File: config.mk
export PLATFORM = sky130hd
export DESIGN_NAME = event_control_block_table
export DESIGN_NICKNAME = d
export VERILOG_FILES = /design/src/sv/ecbt_pkg.sv /design/src/sv/ecbt_ctrl.sv /design/src/sv/ecbt_dp.sv /design/src/sv/event_control_block_table.sv
export SDC_FILE = /design/constraint.sdc
export NUM_CORES = 1
export LEC_CHECK = 0
export BUFFER_PORTS_ARGS = -buffer_cell sky130_fd_sc_hd__buf_2
export CAP_MARGIN = 20
export CORE_MARGIN = 2
export CORE_UTILIZATION = 23
export CTS_CLUSTER_SIZE = 12
export DETAILED_ROUTE_END_ITERATION = 16
export PLACE_DENSITY_LB_ADDON = 0.12
export SYNTH_ARGS = -nofsm -noshare
export SYNTH_HDL_FRONTEND = slang
export SYNTH_SLANG_ARGS = --single-unit
File: constraint.sdc
create_clock -name clk -period 24.7 [get_ports clk]
set_clock_uncertainty 0.2 [all_clocks]
set_input_delay 4.94 -clock clk [delete_from_list [all_inputs] [get_ports clk]]
set_output_delay 4.94 -clock clk [all_outputs]
set_load 0.02 [all_outputs]
File: src/sv/ecbt_pkg.sv
package ecbt_pkg;

  localparam int MAX_ENTRIES = 16;
  localparam int IDX_W = (MAX_ENTRIES > 1) ? $clog2(MAX_ENTRIES) : 1;
  localparam int CNT_W = $clog2(MAX_ENTRIES + 1);

  localparam logic [31:0] OPEN_RET_BASE  = 32'hF100_0000;
  localparam logic [31:0] OPEN_RET_FULL  = 32'hFFFF_FFFF;
  localparam logic [31:0] MODE_WORD_CB   = 32'h0000_1000;
  localparam logic [31:0] MODE_WORD_MARK = 32'h0000_2000;
  localparam logic [4:0]  TABLE_ENTRIES_RST = 5'd16;

  typedef enum logic [2:0] {
    CMD_DELIVER = 3'd0,
    CMD_OPEN    = 3'd1,
    CMD_CLOSE   = 3'd2,
    CMD_TEST    = 3'd3,
    CMD_ENABLE  = 3'd4,
    CMD_DISABLE = 3'd5
  } cmd_t;

  typedef enum logic [1:0] {
    ST_FREE     = 2'd0,
    ST_DISABLED = 2'd1,
    ST_ENABLED  = 2'd2,
    ST_READY    = 2'd3
  } status_t;

  typedef enum logic [1:0] {
    MD_NONE     = 2'd0,
    MD_CALLBACK = 2'd1,
    MD_MARK     = 2'd2
  } mode_t;

  typedef enum logic [1:0] {
    S_IDLE,
    S_SCAN,
    S_FINAL
  } fsm_t;

  typedef struct packed {
    logic [2:0]  command;
    logic [31:0] event_class;
    logic [31:0] event_spec;
    logic [31:0] event_mode;
    logic [31:0] handler_address;
    logic [15:0] event_handle;
  } in_item_t;

  typedef struct packed {
    logic [31:0] return_value;
    logic        callback_valid;
    logic [31:0] callback_address;
    logic        handle_out_of_range;
    logic        last;
  } out_item_t;

  // controller -> datapath
  typedef struct packed {
    logic load_item;
    logic step_idx;
    logic do_mark;
    logic emit_cb;
    logic open_write;
    logic emit_final;
  } dp_cmd_t;

  // datapath -> controller
  typedef struct packed {
    logic is_deliver;
    logic is_open;
    logic scan_done;
    logic cur_free;
    logic cb_hit;
    logic mark_hit;
    logic slot_free;
  } dp_stat_t;

endpackage

File: src/sv/ecbt_ctrl.sv
module ecbt_ctrl (
  input  logic              clk,
  input  logic              rst_n,
  input  logic              in_valid,
  output logic              in_ready,
  input  ecbt_pkg::dp_stat_t stat,
  output ecbt_pkg::dp_cmd_t  cmd
);
  import ecbt_pkg::*;

  fsm_t state_r, state_nxt;

  always_ff @(posedge clk) begin
    if (!rst_n) begin
      state_r <= S_IDLE;
    end else begin
      state_r <= state_nxt;
    end
  end

  always_comb begin
    state_nxt = state_r;
    cmd       = '0;
    in_ready  = 1'b0;
    case (state_r)
      S_IDLE: begin
        in_ready = 1'b1;
        if (in_valid) begin
          cmd.load_item = 1'b1;
          state_nxt     = S_SCAN;
        end
      end
      S_SCAN: begin
        if (stat.is_deliver) begin
          if (stat.scan_done) begin
            state_nxt = S_FINAL;
          end else if (stat.cb_hit) begin
            // hold the entry until the output slot takes the callback
            if (stat.slot_free) begin
              cmd.emit_cb  = 1'b1;
              cmd.step_idx = 1'b1;
            end
          end else begin
            cmd.do_mark  = stat.mark_hit;
            cmd.step_idx = 1'b1;
          end
        end else if (stat.is_open) begin
          if (stat.scan_done) begin
            state_nxt = S_FINAL;
          end else if (stat.cur_free) begin
            cmd.open_write = 1'b1;
            state_nxt      = S_FINAL;
          end else begin
            cmd.step_idx = 1'b1;
          end
        end else begin
          state_nxt = S_FINAL;
        end
      end
      S_FINAL: begin
        if (stat.slot_free) begin
          cmd.emit_final = 1'b1;
          state_nxt      = S_IDLE;
        end
      end
      default: begin
        state_nxt = S_IDLE;
      end
    endcase
  end

endmodule

File: src/sv/ecbt_dp.sv
module ecbt_dp (
  input  logic                clk,
  input  logic                rst_n,
  input  logic                cfg_we,
  input  logic [4:0]          cfg_wdata,
  input  ecbt_pkg::in_item_t  in_item,
  output ecbt_pkg::out_item_t out_item,
  output logic                out_valid,
  input  logic                out_ready,
  input  ecbt_pkg::dp_cmd_t   cmd,
  output ecbt_pkg::dp_stat_t  stat
);
  import ecbt_pkg::*;

  logic [4:0]       table_entries_r;
  in_item_t         item_r;
  logic [CNT_W-1:0] idx_r, idx_nxt;
  logic             found_r;
  out_item_t        out_r;
  logic             out_valid_r;

  status_t          status_r [MAX_ENTRIES];
  logic [31:0]      class_r  [MAX_ENTRIES];
  logic [31:0]      spec_r   [MAX_ENTRIES];
  mode_t            mode_r   [MAX_ENTRIES];
  logic [31:0]      handler_r[MAX_ENTRIES];

  logic [CNT_W-1:0] live_n;
  logic [IDX_W-1:0] cur;
  logic [IDX_W-1:0] hidx;
  logic             handle_oor;
  logic             match;
  mode_t            open_mode;
  out_item_t        final_res;
  cmd_t             item_cmd;

  always_comb begin
    if (table_entries_r == 5'd0) begin
      live_n = CNT_W'(1);
    end else if (32'(table_entries_r) > 32'(MAX_ENTRIES)) begin
      live_n = CNT_W'(MAX_ENTRIES);
    end else begin
      live_n = CNT_W'(table_entries_r);
    end
  end

  assign item_cmd   = cmd_t'(item_r.command);
  assign cur        = idx_r[IDX_W-1:0];
  assign hidx       = item_r.event_handle[IDX_W-1:0];
  assign handle_oor = 32'(item_r.event_handle) >= 32'(live_n);
  assign match      = (status_r[cur] == ST_ENABLED) &&
                      (class_r[cur] == item_r.event_class) &&
                      (spec_r[cur] == item_r.event_spec);

  always_comb begin
    if (item_r.event_mode == MODE_WORD_CB) begin
      open_mode = MD_CALLBACK;
    end else if (item_r.event_mode == MODE_WORD_MARK) begin
      open_mode = MD_MARK;
    end else begin
      open_mode = MD_NONE;
    end
  end

  assign stat.is_deliver = item_cmd == CMD_DELIVER;
  assign stat.is_open    = item_cmd == CMD_OPEN;
  assign stat.scan_done  = idx_r == live_n;
  assign stat.cur_free   = status_r[cur] == ST_FREE;
  assign stat.cb_hit     = match && (mode_r[cur] == MD_CALLBACK) && (handler_r[cur] != 32'd0);
  assign stat.mark_hit   = match && (mode_r[cur] == MD_MARK);
  assign stat.slot_free  = !out_valid_r || out_ready;

  // final result of the item
  always_comb begin
    final_res      = '0;
    final_res.last = 1'b1;
    case (item_cmd)
      CMD_DELIVER: begin
      end
      CMD_OPEN: begin
        final_res.return_value = found_r ? (OPEN_RET_BASE | 32'(idx_r)) : OPEN_RET_FULL;
      end
      CMD_CLOSE, CMD_ENABLE, CMD_DISABLE: begin
        final_res.handle_out_of_range = handle_oor;
        final_res.return_value        = handle_oor ? 32'd0 : 32'd1;
      end
      CMD_TEST: begin
        final_res.handle_out_of_range = handle_oor;
        final_res.return_value        = 32'((!handle_oor) && (status_r[hidx] == ST_READY));
      end
      default: begin
      end
    endcase
  end

  always_comb begin
    idx_nxt = idx_r;
    if (cmd.load_item) begin
      idx_nxt = '0;
    end else if (cmd.step_idx) begin
      idx_nxt = idx_r + CNT_W'(1);
    end
  end

  always_ff @(posedge clk) begin
    if (!rst_n) begin
      table_entries_r <= TABLE_ENTRIES_RST;
      out_valid_r     <= 1'b0;
      found_r         <= 1'b0;
      idx_r           <= '0;
      for (int i = 0; i < MAX_ENTRIES; i++) begin
        status_r[i] <= ST_FREE;
      end
    end else begin
      if (cfg_we) begin
        table_entries_r <= cfg_wdata;
      end
      idx_r <= idx_nxt;
      if (cmd.load_item) begin
        found_r <= 1'b0;
      end else if (cmd.open_write) begin
        found_r <= 1'b1;
      end
      if (cmd.emit_cb || cmd.emit_final) begin
        out_valid_r <= 1'b1;
      end else if (out_ready) begin
        out_valid_r <= 1'b0;
      end
      if (cmd.do_mark) begin
        status_r[cur] <= ST_READY;
      end
      if (cmd.open_write) begin
        status_r[cur] <= ST_DISABLED;
      end
      if (cmd.emit_final && !handle_oor) begin
        case (item_cmd)
          CMD_CLOSE: begin
            status_r[hidx] <= ST_FREE;
          end
          CMD_TEST: begin
            if (status_r[hidx] == ST_READY) begin
              status_r[hidx] <= ST_ENABLED;
            end
          end
          CMD_ENABLE: begin
            if (status_r[hidx] != ST_FREE) begin
              status_r[hidx] <= ST_ENABLED;
            end
          end
          CMD_DISABLE: begin
            if (status_r[hidx] != ST_FREE) begin
              status_r[hidx] <= ST_DISABLED;
            end
          end
          default: begin
          end
        endcase
      end
    end
  end

  // payload registers
  always_ff @(posedge clk) begin
    if (cmd.load_item) begin
      item_r <= in_item;
    end
    if (cmd.open_write) begin
      class_r[cur]   <= item_r.event_class;
      spec_r[cur]    <= item_r.event_spec;
      mode_r[cur]    <= open_mode;
      handler_r[cur] <= item_r.handler_address;
    end
    if (cmd.emit_cb) begin
      out_r <= '{return_value: 32'd0, callback_valid: 1'b1,
                 callback_address: handler_r[cur], handle_out_of_range: 1'b0,
                 last: 1'b0};
    end else if (cmd.emit_final) begin
      out_r <= final_res;
    end
  end

  assign out_item  = out_r;
  assign out_valid = out_valid_r;

endmodule

File: src/sv/event_control_block_table.sv
// Event control block table.
// Input channel (in_valid/in_ready/in_item): one service command per item:
//   deliver, open, close, test, enable or disable.
// Result channel (out_valid/out_ready/out_item): one or more result items per
//   command; the final one carries last = 1 and the return word. Deliver gives
//   one callback result per matching callback entry (nonzero handler) first.
// Config (cfg_we/cfg_wdata): table_entries, taken at any edge with cfg_we high.
// Scan: the table is scanned one entry per cycle in a single scan loop,
//   except while a callback hit waits for the output register to free up.
//   close/test/enable/disable: no scan. open: the scan stops at the first
//   free entry, else after all n entries. deliver: all n entries are
//   scanned, n = effective entry count.
// One command at a time; the next is accepted on the cycle after the final
// result is loaded into the output register, even while it still waits.
// A stalled receiver holds the output register; the scan waits at the next
// callback hit and the final result waits for the register to free up.
// Reset (rst_n, synchronous): all entries free, table_entries = 16, no result.
module event_control_block_table (
  input  logic                clk,
  input  logic                rst_n,
  input  logic                in_valid,
  output logic                in_ready,
  input  ecbt_pkg::in_item_t  in_item,
  output logic                out_valid,
  input  logic                out_ready,
  output ecbt_pkg::out_item_t out_item,
  input  logic                cfg_we,
  input  logic [4:0]          cfg_wdata
);
  import ecbt_pkg::*;

  dp_cmd_t  cmd;
  dp_stat_t stat;

  // sequencer: idle / scan / final
  ecbt_ctrl u_ctrl (
    .clk      (clk),
    .rst_n    (rst_n),
    .in_valid (in_valid),
    .in_ready (in_ready),
    .stat     (stat),
    .cmd      (cmd)
  );

  // entry table, scan index and output register
  ecbt_dp u_dp (
    .clk       (clk),
    .rst_n     (rst_n),
    .cfg_we    (cfg_we),
    .cfg_wdata (cfg_wdata),
    .in_item   (in_item),
    .out_item  (out_item),
    .out_valid (out_valid),
    .out_ready (out_ready),
    .cmd       (cmd),
    .stat      (stat)
  );

endmodule
== Yosys cells after proc, flatten, opt, wreduce, memory -nomap -nowiden ==
Memory sizes are Yosys's and may differ from the RTL's. A register that Yosys moved wholly into a read port is not among the register bits.
Index checks and enable logic that the tools add are counted.
Word-level totals
  ROM bits: 0
  flip-flop bits (word level): 228
  input port bits: 157
  output and inout port bits: 69
  latch bits: 0
  memories kept: 5
  bits in writable memories: 1600
  logic and storage cells: 160
Operators by class
  divide/modulo/power cells: 0
  reductions and logical operators: 25
  add/subtract/negate cells: 1
  equal/unequal tests: 20
  bitwise logic cells: 5
  magnitude comparators: 2
  shift operators: 0
  multiplexer cells: 86
  multipliers: 0
Memory list
  u_dp.class_r: depth 16, width 32, rd ports 1, clocked after Yosys merged registers in 1, wr ports 1, RTL line ecbt_dp.sv:23  | logic [31:0] class_r [MAX_ENTRIES];
  u_dp.handler_r: depth 16, width 32, rd ports 1, clocked after Yosys merged registers in 1, wr ports 1, RTL line ecbt_dp.sv:26  | logic [31:0] handler_r[MAX_ENTRIES];
  u_dp.spec_r: depth 16, width 32, rd ports 1, clocked after Yosys merged registers in 1, wr ports 1, RTL line ecbt_dp.sv:24  | logic [31:0] spec_r [MAX_ENTRIES];
  u_dp.mode_r: depth 16, width 2, rd ports 1, clocked after Yosys merged registers in 1, wr ports 1, RTL line ecbt_dp.sv:25  | mode_t mode_r [MAX_ENTRIES];
  u_dp.status_r: depth 16, width 2, rd ports 2, clocked after Yosys merged registers in 2, wr ports 16, RTL line ecbt_dp.sv:22  | status_t status_r [MAX_ENTRIES];
Operators with widths (number)
  case mux 32 bit (3 select lines): 1
  two-way mux 34 bit: 2
  equality test 32 bit: 2
  two-way mux 4 bit: 14
  two-way mux 1 bit: 48
  equality test 32 x 13 -> 1 bit (second input constant): 1
  equality test 32 x 14 -> 1 bit (second input constant): 1
  two-way mux 2 bit: 16
  nonzero test 32 bit: 1
  two-way mux 28 bit: 1
  greater-or-equal comparator 16 x 5 -> 1 bit: 1
  two-way mux 5 bit: 2
  equality test 2 bit (second input constant): 4
  logical AND 1 bit: 7
  equality test 3 x 2 -> 1 bit (second input constant): 2
  equality test 3 bit (second input constant): 2
  case mux 2 bit (3 select lines): 1
  nonzero test 2 bit: 3
  OR reduction 2 bit: 3
  adder 5 x 1 -> 5 bit (second input constant): 1
  equality test 5 bit: 1
  > comparator 5 bit (second input constant): 1
  logical NOT 5 bit: 1
  equality test 2 x 1 -> 1 bit (second input constant): 2
  other kinds (14): 21

== Longest topological paths before layout ==
  depth after elaboration: 16
  depth in mapped cells: 18

== Modules after synthesis ==
Synthesis repeated with hierarchy kept, for this count alone.
Unflattened totals
  cells, all modules: 3476
  area, all modules: 70948.0 µm²
By module, submodules not included
  ecbt_dp: cells each 3449, area an instance 70747.9 µm², instances 1, sequential area each 54021.8 µm²
  ecbt_ctrl: cells each 27, area an instance 200.2 µm², instances 1, sequential area each 40.0 µm²

== Worst setup path before layout ==
Ideal clock, no wire load.
  kind: flip-flop to flip-flop
  from: reg with a tool-made name
  to: mem u_dp.class_r[0][0] (enable)
  data arrival time: 9.327 ns
  library setup time: 0.674 ns
  period minus slack after synthesis: 10.201 ns
  data required time: 23.826 ns
  slack: 14.499 ns
  buffers on the path: 5
  cell stages (with the launch flop): 13
  cell sequence: dfxtp_1 buf_4 buf_6 buf_8 buf_6 buf_6 mux4_2 a22oi_1 nand2_1 nor2_1 nor4bb_1 nand2_1 nor3_1
RTL lines (RTL line)
  to (decl): ecbt_dp.sv:23

==> flow_summary.ini <==
[clock_tree]
cts-root-buf = clkbuf_16
htree_num_levels = 4
cts_hold_buf = 0
cts_resized = 0
cts_buffers = 214
clock_latency_ps = 900
clock-sinks = 1811
clk_pin_slew_ps = 60
postCtsSetupRepairBufs = 0
max-clock-path-buffers = 4
cts_tree = yes

[grt]
grt_pass1_wl_um = 301000
grtUsageMet1_pct = 19.7
global_route.usage.met2_pct = 21.6
top_usage_layer = met2
overflow = 0
met3_usage_pct = 2.35
grt_max_degree = 99
grt_pass1_vias = 36600
grt_use_total_pct = 13.8
antenna_found_initial = 21

[pwr]
powerDensity_nw_per_um2 = 81.0
leakage_nw = 25.4
finalPower_mw = 6.76
vdd_ir_drop_max_mv = 0.0598

[synth]
ys_top_cells_by_area = edfxtp_1 (76%), mux4_2 (11%), mux2i_1 (2.7%), a22oi_1 (0.96%), dfxtp_1 (0.91%)
yosysWarningCount = 0
ys_seq_elements = 1811
synth_edf_count = 1779
syn_nets = 3528
synth_common_cells = edfxtp_1 (1779), mux4_2 (350), mux2i_1 (192)
netlist.area_leader.share_pct = 75.9
syn_area_um2 = 70400
synth_top_area_cell = edfxtp_1
postSynthCellCount = 3362
yosysSeqAreaShare_pct = 76.8
async_flop_share_pct = 0
syn_area_per_cell_um2 = 20.9
ys_types = 73
synth_ff_type = edfxtp_1
synth_most_common_cell = edfxtp_1

[die]
rows = 203
fp.dieW_um = 557
die_area_um2 = 311000
fp.dieH_um = 557
core_area_um2 = 305000
ios = 226
initial_core_util_pct = 23.1

[timing]
timing.final.max_slew_violations = 0
fmax_mhz = 117
relSlewSlack_pct = 30.2
finalCriticalPeriod_ps = 8530
setup_violations = 0
hold_violations = 0
finalCritPeriodShare_pct = 34.5
worst_slack_ps = 16170
worst_slew_pin_slew_ps = 1050
rsz0062_at_grt = no
setup_tns_ps = 0

[critical_path]
crit_chain = buf_4 > buf_4 > buf_12 > mux4_2 > a22o_1 > a221oi_1 > xor2_1 > o2111ai_1 > nor4_2 > nand4_1 > nor4_4 > buf_4 > nor2_1 > inv_2
critPathMaxStageDelay_ps = 880
slowest_stage = dfxtp_4
worstPathRequired_ps = 24980
cpMostUsedCell = buf_4
r2r_slack_ps = 16170
worst-path-max-fanout = 93
r2r-end = u_dp.out_item[11]
rr_worst_depth = 14
crit_type = reg -> reg
critPathLaunchType = flip-flop
cp-end-kind = flip-flop
arrival_ps = 8800

[place]
port-buffer-count = 225
place_ws_ps = 15770
globalplace.congestion = 0.722
hpwlAfterDp_um = 116000

[hold_path]
hold_class = reg -> reg
min_from = u_dp.out_item[38]
hold_depth = 1
min_to = u_dp.out_item[38]

[outcome]
status = completed

[detailed_routing]
ant_nets = 0
avgRoutedWirePerCell_um = 27.1
firstDrtPassIters = 5
routed_wl_um = 217000
viasPerCell = 4.33
drc_errors = 0
first_iter_violations = 2875
vias = 34600

[finish]
fin_nets = 3888
filler_cell_count = 30500
drive_above_1_share_pct = 26.4
ff_latch_area_um2 = 54100
postLayoutCoreUtil_pct = 27.3
multi_input_area_um2 = 15300
area_growth_pct = 18.4

[job]
drv_cap = 0
## cell type report
| cell class | count | area share (%) |
|---|---|---|
| Antenna cell | 6 | 0.0180 |
| Inverter | 23 | 0.104 |
| Clock buffer | 269 | 6.77 |
| Tap cell | 4100 | 6.15 |
| Timing Repair Buffer | 334 | 2.46 |
| Multi-Input combinational cell | 1338 | 18.3 |
| Clock inverter | 120 | 1.34 |
| Sequential cell | 1811 | 64.8 |
## worst max-delay path, delay by kind of cell, from the launching register on
kind | cells | cell delay, ps
buffers and inverters | 5 | 3220
muxes | 1 | 590
DFF | 1 | 880
AOI/OAI and AO/OA | 3 | 830
xor gates and xnor gates | 1 | 440
and+or+nand+nor | 4 | 1730
## per-stage QoR
step,std cells,instance area [um^2],hold slack (ps)
detailed placement,7606,76600,245
finish,8001,83400,254
global route,7996,83400,280
CTS,7995,83400,258
floorplan,3362,70400,265
global placement,7601,76600,246
## sequential cells by signal, summed over array words and instances (netlist names), 32 cells and up, named ones only
signal          flops
u_dp.status_r      32
u_dp.item_r       140
u_dp.mode_r        32
u_dp.out_item      42
u_dp.handler_r    512
u_dp.class_r      512
u_dp.spec_r       512
## metal layers
metal / wire length [um] / up-vias / share of wire (%)
met2: 99800 / 770 / 46
met1: 103000 / 18700 / 47
met5: 156 / - / 0.072
li1: - / 14800 / -
met4: 4880 / 24 / 2.2
met3: 9490 / 293 / 4.4
## report_power, final
part / switching (mW) / internal [mW]
Sequential: 0.0677 / 3.43
Clock: 1.30 / 1.79
Combinational: 0.106 / 0.0578
Total: 1.48 / 5.28
## layout by cell type, fill, tap and decap left out, types with 18 or more instances in the layout
master     count
dfxtp_1       28
a22o_1        28
clkbuf_16    218
nor2_1        46
clkinv_2      27
xnor2_1       36
mux4_2       350
nand4_1       20
inv_1         20
nand2b_1      24
clkinv_1      57
a22oi_1       90
mux2i_1      192
xor2_1        24
buf_4         99
nand2_1       85
clkbuf_1      51
a221oi_1      33
and2_1        25
edfxtp_1    1779
nor4_1        28
o21ai_0       18
a21oi_1       37
buf_2        226
nor2b_1       28
nor3_1        44
## logic make-up (layout without fill, tap and decap cells)
family	after synthesis	in the layout	share of synthesized area [%]
muxes	558	558	14.2
AOI/OAI and AO/OA	307	307	3.24
buffers and inverters	213	746	1.78
xor gates and xnor gates	60	60	0.746
DFF	1811	1811	76.8
other	0	6	0
and+or+nand+nor	404	404	3.12
adders and majority gates	9	9	0.160
## worst max path at each step
stage                     startpoint                 end  slack (ps)
after global routing       flip-flop   u_dp.out_item[13]       15520
after detailed placement   flip-flop    u_dp.out_item[3]       15770
after global placement     flip-flop   u_dp.out_item[26]       15810
after floorplan            flip-flop  u_dp.class_r[0][0]       14500
after CTS                  flip-flop   u_dp.out_item[28]       15780
final                      flip-flop   u_dp.out_item[11]       16170
Power figures use the tool's default switching activity.
